**src/hdl/rmsdb_round.sv**
```systemverilog
`default_nettype none

// One squaring round of the log2 fraction: square the mantissa, renormalise
// to [1,2) and shift the resulting fraction bit in.
module rmsdb_round #(
	parameter int FRAC_BITS = 16
) (
	input  wire logic                 clk,
	input  wire logic                 en,
	input  wire logic [FRAC_BITS:0]   mant_in,
	input  wire logic [FRAC_BITS-1:0] frac_in,
	output logic      [FRAC_BITS:0]   mant_q,
	output logic      [FRAC_BITS-1:0] frac_q
);

	localparam int M_W = FRAC_BITS + 1;

	logic [2*M_W-1:0] sq;
	logic [FRAC_BITS+1:0] t;
	logic [FRAC_BITS:0] mant_nxt;
	logic bit_nxt;

	always_comb begin
		sq = mant_in * mant_in;
		t  = sq[2*FRAC_BITS+1:FRAC_BITS];
		bit_nxt = t[FRAC_BITS+1];
		if (bit_nxt) begin
			mant_nxt = t[FRAC_BITS+1:1];
		end else begin
			mant_nxt = t[FRAC_BITS:0];
		end
	end

	always_ff @(posedge clk) begin
		if (en) begin
			mant_q <= mant_nxt;
			frac_q <= {frac_in[FRAC_BITS-2:0], bit_nxt};
		end
	end

endmodule

`default_nettype wire

```
**config.mk**
```make
export PLATFORM = sky130hd
export DESIGN_NAME = rmsdb_round
export DESIGN_NICKNAME = d
export VERILOG_FILES = /design/src/hdl/rmsdb_round.sv
export SDC_FILE = /design/constraint.sdc
export NUM_CORES = 1
export LEC_CHECK = 0
export ABC_AREA = 1
export BUFFER_PORTS_ARGS = -buffer_cell sky130_fd_sc_hd__buf_2
export CORE_MARGIN = 8
export CORE_UTILIZATION = 60
export CTS_BUF_LIST = sky130_fd_sc_hd__clkbuf_16
export CTS_CLUSTER_DIAMETER = 120
export DETAILED_ROUTE_END_ITERATION = 8
export HOLD_SLACK_MARGIN = 0.15
export PLACE_DENSITY = 0.77
export RECOVER_POWER = 50
export SYNTH_ARGS = -nofsm -noshare
export SYNTH_HDL_FRONTEND = slang
export SYNTH_SLANG_ARGS = --single-unit
```
**constraint.sdc**
```tcl
create_clock -name clk -period 7.7 [get_ports clk]
set_clock_uncertainty 0.05 [all_clocks]
set_input_delay 1.155 -clock clk [delete_from_list [all_inputs] [get_ports clk]]
set_output_delay 1.155 -clock clk [all_outputs]
set_load 0.01 [all_outputs]
```
* After elaboration in Yosys (flattened, before gate mapping)
Cells that the tools add are included.
** Cells by class
- Multiply operators :: 1
- Muxes and demuxes :: 1
** Operators with widths (count)
- $mul 17x17->34 :: 1
- $mux 16 :: 1
** Word-level totals
- Register bits after elaboration :: 33
- Input port bits :: 35
- Output and inout bits :: 33

* Logic depth before layout (Yosys ltp)
Gate-level depths: netlist (run 1).
- Depth in word-level cells :: 2
- Gate-level depth with buffers :: 29
- Mapped depth without buffers :: 26

* Worst setup path before layout (run 1)
Ideal clock, no wire load.
- Path type :: input port to flip-flop
- Start :: in mant_in[14]
- End :: reg mant_q[13], data pin
- Arrival time :: 6.290 ns
- Data required time :: 7.398 ns
- Slack :: 1.108 ns
- Stages :: 24
- Path through :: clkbuf_1 clkbuf_1 nand2_1 fa_1 fa_1 inv_1 fa_1 fa_1 fa_1 inv_1 fa_1 inv_1 ha_1 a21oi_1 o21ai_1 a21oi_2 nor2_1 nor2_2 nand2_2 nand2_2 nand2_4 buf_8 nand2_1 nand2_1
** Between the ends
- Longest elaborated chain between the ends :: 2
** RTL lines
- from (decl) :: RTL line 10 : input wire logic [FRAC_BITS:0] mant_in,
- $mul 17x17->34 :: RTL line 24 : sq = mant_in * mant_in;
- via sq[33] :: RTL line 18 : logic [2*M_W-1:0] sq;
- $mux 16 :: RTL line 27 : if (bit_nxt) begin
- via mant_nxt[13] :: RTL line 20 : logic [FRAC_BITS:0] mant_nxt;
- to (signal assigned) :: RTL line 36 : mant_q <= mant_nxt;
- to (decl) :: RTL line 12 : output logic [FRAC_BITS:0] mant_q,
The timed path passes the listed nets, and every way through them passes these cells.
A chain may end at the register's enable or synchronous reset.

* Worst setup path after layout (run 1)
- Start :: in mant_in[14]
- End :: reg mant_q[12], data pin
** Between the ends
- Longest elaborated chain between the ends :: 2
** RTL lines (RTL line)
- $mul 17x17->34 :: 24
- $mux 16 :: 27
- via mant_nxt[12] :: 20
The timed path passes the listed nets, and every way through them passes these cells.

==> metrics, run 1 <==
post-CTS setup repair buffer count=0; Slew Limit Fails=34; CTS tree=done; clock sinks=33; Seq/Total Area, Yosys=approximately a tenth; root buf cell=clkbuf_16; H-tree levels=2; IO Pins=just under 70; total wire length=19.8 mm; vias in the first global route=around 8000; pre-CTS setup slack=a little over 0.9 ns; # hold bufs at CTS=0; Arr. time, crit path=around 6.5 ns; Vias/cell=between 5 and 6; DR vias=about 7400; Final nets=approximately 1600; Final Hold Fails=0; area of the core=between 0.015 and 0.02 mm²; # resized after CTS=0; CP startpoint kind=input pin; CTS Buffer Depth=2; Yosys cell types=33; CP required=around 7.7 ns; worst hold path type=in2reg; kind of critical path=in2reg; CP max FO=19; Max Clk Rate=around 150 MHz; area added between synthesis and finish=6.10%; cts bufs inserted=5; I/O Buffers=66; Worst-Margin Slew=roughly 1.7 ns; YS warnings=0; HPWL after detailed placement=approximately 17 mm; Die X=approximately 140 µm; hold depth=1; Crit. End Element=register; Simple-Gate Fraction of Synth Area=roughly 16%; Die Area=0.0208 mm²; Synthesized Nets=1551; DRT antenna net count=0; most common cell after layout, fill and taps aside=inv_1; main combinational cell family by area after synthesis=adder cells; DR iter-0 viols=approximately 350; 1st-pass router iterations=7; XOR/XNOR Fraction of Synth Area=~1.7%; final setup violation count=0; RSZ-0062 raised after global routing=no; status=finished, violations left; total grt overflow=0; hold path endpoint=frac_q[12]; number of remaining DRC errors=0; layout cell share with drive strength beyond 1=7.09%; Final min period=around 6.5 ns; Mapped Avg Cell Area=around 8 µm²; initial antenna violation count=0; most frequent cells in the layout=inv_1 (359), nand2_1 (288), fa_1 (188), ha_1 (110), buf_2 (64); maxcap violations=1; Routed WL per cell=13.5 µm; Die Height=~140 µm; mux cell area share after synthesis=0%; worst min-delay path startpoint=frac_in[11]; period utilization=between 80% and 90%; Initial Util=approximately 60%; GRT Util Overall=21.2%; Post-Syn Area=just under 0.01 mm²; Syn Inst Count=1218; first-pass GRT wire length=about 36 mm; FF+latch count, synth=33; slew margin rel.=-12.5%; ant diodes=0; setup tns final=0 ns; Compound-Gate Fraction of Synth Area=4.52%; row cnt=47; clk slew on worst S/H paths=roughly 0.050 ns; adder-cell share of the synthesized area=between 50% and 60%; largest net degree at the start of global routing=34; Final WS setup=roughly 1.2 ns; failing checks=capacitance limit, slew limit; Placer Congestion=just over 0.9
## layer usage
metal,global-route usage [%],wire length (µm),vias to the layer above
met5,0,0,-
met4,3.15,255,0
met3,1.65,622,29
met2,40.4,10800,138
met1,25.8,8150,3645
li1,-,-,3613
## cells by family after synthesis
group                    count (synthesis)
adder cells (fa/ha/maj)                298
AO/OA/AOI/OAI                           78
buffers and inverters                  396
XOR/XNOR                                19
flip-flops                              33
AND/OR/NAND/NOR                        394
## worst max-delay path by stage
stage                 endpoint         from  depth (start not counted)  slack [ns]
floorplan           mant_q[13]  mant_in[14]                         24        1.11
detailed placement  mant_q[12]  mant_in[14]                         22        0.91
global placement    mant_q[12]  mant_in[14]                         22        0.98
CTS                 mant_q[12]  mant_in[14]                         22        1.18
global route        mant_q[12]  mant_in[14]                         22        0.87
finish              mant_q[12]  mant_in[14]                         22        1.17
## worst max-delay path, stage by stage
cell and delay (ns):
buf_2 0.38, nand2_1 0.15, fa_1 0.56, fa_1 0.56, inv_1 0.05, fa_1 0.50
fa_1 0.51, fa_1 0.49, inv_1 0.05, fa_1 0.47, inv_1 0.04, ha_1 0.34
a21oi_1 0.23, o21ai_1 0.14, a21oi_2 0.20, nor2_1 0.08, nor2_2 0.13, nand2_2 0.08
nand2_2 0.08, nand2_4 0.12, nand3_1 0.11, nand2_1 0.06
## final cells by class
cell class	instances	area, µm²
timing repair buffer	66	328
clock inverter	3	37.5
clock buffer	5	125
tap	220	275
inverter	359	1350
fill	1407	5840
multi-input combinational	789	7340
sequential	33	991
## state kept, by name, summed over array words and instances (netlist names)
| register | flops |
|---|---|
| frac_q | 16 |
| mant_q | 17 |
## synthesized netlist by cell type
library cell / instances / share of area (%)
xnor2_1: 6 / 0.53
buf_4: 2 / 0.15
o21a_1: 5 / 0.38
buf_8: 1 / 0.15
o311ai_0: 1 / 0.089
nand2_1: 288 / 11
nand3_1: 32 / 1.6
nor2_4: 1 / 0.11
nand2_2: 7 / 0.44
clkbuf_1: 33 / 1.3
a21oi_2: 2 / 0.18
nand4_1: 1 / 0.064
nor2_1: 45 / 1.7
buf_6: 1 / 0.11
nand3b_1: 1 / 0.076
nand2_4: 2 / 0.23
inv_1: 358 / 14
nor3_1: 12 / 0.61
o21ai_1: 6 / 0.30
o21bai_1: 5 / 0.38
o21ai_0: 15 / 0.76
a21boi_1: 1 / 0.076
a21boi_0: 1 / 0.076
o21ai_2: 1 / 0.089
nor2_2: 2 / 0.13
a21o_1: 4 / 0.30
inv_2: 1 / 0.038
xor2_1: 13 / 1.2
edfxtp_1: 33 / 10
fa_1: 188 / 38
a21oi_1: 37 / 1.9
or2_2: 3 / 0.19
ha_1: 110 / 14
## stage by stage
stage | util [%] | area [µm²] | cells | hold WS, ns
4_1_cts | 64.2 | 10500 | 1475 | 1.00
3_3_place_gp | 63.2 | 10300 | 1467 | 1.28
3_5_place_dp | 63.2 | 10300 | 1467 | 1.28
6_report | 64.1 | 10400 | 1475 | 1.01
2_1_floorplan | - | 9850 | 1218 | 1.20
5_1_grt | 64.1 | 10400 | 1475 | 1.00
Power of run 1 is left out: the tool's default activity adds up to more than one toggle a clock period on the data nets, which glitch-free logic cannot reach.
==> run 2: changes to the inputs <==
ABC_AREA = 0   (was 1)
clock period = 6.1 ns   (was 7.7 ns; I/O delays follow)
==> metrics, run 2 <==
Post-Place Cells=1352 (-7.8%); cts bufs inserted=5 (unchanged); Synthesized Nets=1302 (-16%); Routed WL per cell=16.2 µm (+20%); post-route design area=0.0119 mm² (+14%); Final WS setup=-0.390 ns (-1.56 ns); FF+latch count, synth=33 (unchanged); Die Area=0.0198 mm² (-4.9%); asr flop ratio synth=0% (unchanged); Final min period=between 6 and 7 ns; IO Pins=68 (unchanged); I/O Buffers=66 (unchanged); DR vias=7247 (-2.4%); Die X=141 µm (-2.5%); Post-Syn Area=0.00931 mm² (-5.5%); root buf cell=clkbuf_16; final setup violation count=18 (+18); number of remaining DRC errors=0 (unchanged); vias in the first global route=8273 (+2.1%); area of the core=0.0152 mm² (-6.7%); top-count cell post-synth=inv_1; most common cell after layout, fill and taps aside=inv_1; pre-CTS setup slack=-0.828 ns (-1.73 ns); setup tns final=-5.16 ns (-5.16 ns); Worst-Margin Slew=1.78 ns (+0.0907 ns); kind of critical path=in2reg; top cells by area, synth=fa_1 (40%), ha_1 (15%), inv_1 (11%); maxcap violations=1 (unchanged); Die Height=141 µm (-2.5%); 1st-pass router iterations=4 (-3); DR iter-0 viols=305 (-12%); slew margin rel.=-18.5% (-6.0 points); total wire length=22.3 mm (+12%); largest net degree at the start of global routing=34 (unchanged); Vias/cell=5.26 (+4.5%); CTS Buffer Depth=2 (unchanged); Mapped Avg Cell Area=9.60 µm² (+19%); failing checks=capacitance limit, slew limit, setup timing; Yosys cell types=57 (+73%); YS warnings=0 (unchanged); clock sinks=33 (unchanged); Top reg by flops=mant_q; row cnt=45 (-4.3%); Slew Limit Fails=34 (unchanged); Max Clk Rate=about 150 MHz; Yosys top cell area share=40.4% (+2.2 points); CP required=6.08 ns (-1.59 ns); total grt overflow=0 (unchanged); Syn Inst Count=969 (-20%); GRT Util Overall=23.2% (+2.1 points); max FFs per register=17 (unchanged); post-synth top area cell=fa_1; Final Hold Fails=0 (unchanged); period utilization=106%; Initial Util=61.2% (+0.76 points); Crit. End Element=register; Cell Area, Placed=0.0109 mm² (+6.4%); layout cell share with drive strength beyond 1=29.0% (+22 points); clk slew on worst S/H paths=0.05 ns (about the same); HPWL after detailed placement=18.1 mm (+5.2%); most frequent cells after synthesis=inv_1 (283), fa_1 (188), ha_1 (110), nand2_1 (88), and2_1 (56); most frequent cells in the layout=inv_1 (268), fa_1 (177), buf_4 (156), ha_1 (96), nand2_1 (80); status=finished, violations left; Arr. time, crit path=6.46 ns (-0.04 ns); Placer Congestion=0.894 (-4.4%); ant diodes=0 (unchanged); number of synthesized flops with an enable pin=33 (unchanged); Cell Count, Final, Fillers Out=1378 (-6.6%); CP startpoint kind=input pin; Filler cells=956 (-32%); area added between synthesis and finish=27.6%; DRT antenna net count=0 (unchanged); biggest regs=mant_q x17, frac_q x16; Final nets=1522 (-4.1%); hold depth=1 (unchanged); RSZ-0062 raised after global routing=yes; CTS tree=done; first-pass GRT wire length=37.5 mm (+4.4%); Primary FF master, synth=edfxtp_1; Seq/Total Area, Yosys=10.6% (+0.59 points); worst hold path type=in2reg; CP max FO=6 (-13); initial antenna violation count=0 (unchanged); H-tree levels=2 (unchanged)
==> run 2: cell types whose count changed after synthesis, sizes merged, moves of 5 or more <==
cell,delta
a21o,+6
a21oi,-10
a31oi,+5
and2,+56
clkbuf,-13
inv,-76
mux2i,+13
nand2,-209
nand3,-26
nor2,-26
nor3,-8
o21ai,-7
xnor2,+17
xor2,-6
==> run 2: kinds of logic after synthesis <==
logic type | Yosys count | share of synthesized area (%)
fa+ha+maj | 298 | 55.2
xor+xnor | 30 | 3.03
simple gates | 195 | 10.1
compound gates | 88 | 6.41
mux | 17 | 1.96
flops | 33 | 10.6
buf+inv | 308 | 12.6
==> run 2: area by class of cell <==
type                    count  area [µm²]  share of cell area, %
clock buffers               5         125                   1.05
clock inverters             3        17.5                  0.148
inverters                 283        1060                   8.95
multi-input cells         628        7580                   63.8
flip-flops and latches     33         991                   8.34
well taps                 188         235                   1.98
repair buffers            238        1870                   15.7
==> run 2: metrics by stage <==
stage	hold slack [ns]	utilization, %
after floorplan	0.964	-
after CTS	0.757	77.0
final	0.764	78.1
after detailed placement	1.04	72.0
after global placement	1.04	72.0
after global routing	0.755	78.1
==> run 2: worst paths after layout <==
path,startpoint,to
max,mant_in[8],mant_q[13]
min,frac_in[12],frac_q[13]
==> run 2: per-layer routing <==
layer	track usage, %	share of wire [%]
met5	0	0
met4	7.30	3.3
met3	1.87	3.2
met2	47.0	57
met1	24.7	37
==> run 2: what timing repair did <==
item	CTS	global route
setup buffers	13	6
hold endpoints to repair	0	0
cloned	1	0
pin swaps	46	34
hold buffers	0	0
gates resized for setup	119	34
setup endpoints to repair	18	18
==> run 2: critical path, cell delays in order <==
cell      delay, ns
buf_12         0.11
and2_4         0.17
fa_1           0.52
inv_2          0.05
fa_2           0.57
fa_1           0.41
inv_1          0.08
fa_1           0.43
fa_1           0.55
inv_1          0.07
fa_1           0.50
inv_2          0.05
ha_4           0.25
and2_4         0.13
and3_4         0.20
o211ai_1       0.17
a21boi_4       0.21
nor2_4         0.08
o311ai_0       0.47
buf_4          0.21
xor2_1         0.06
mux2_4         0.25
Power of run 2 is left out for the same reason.
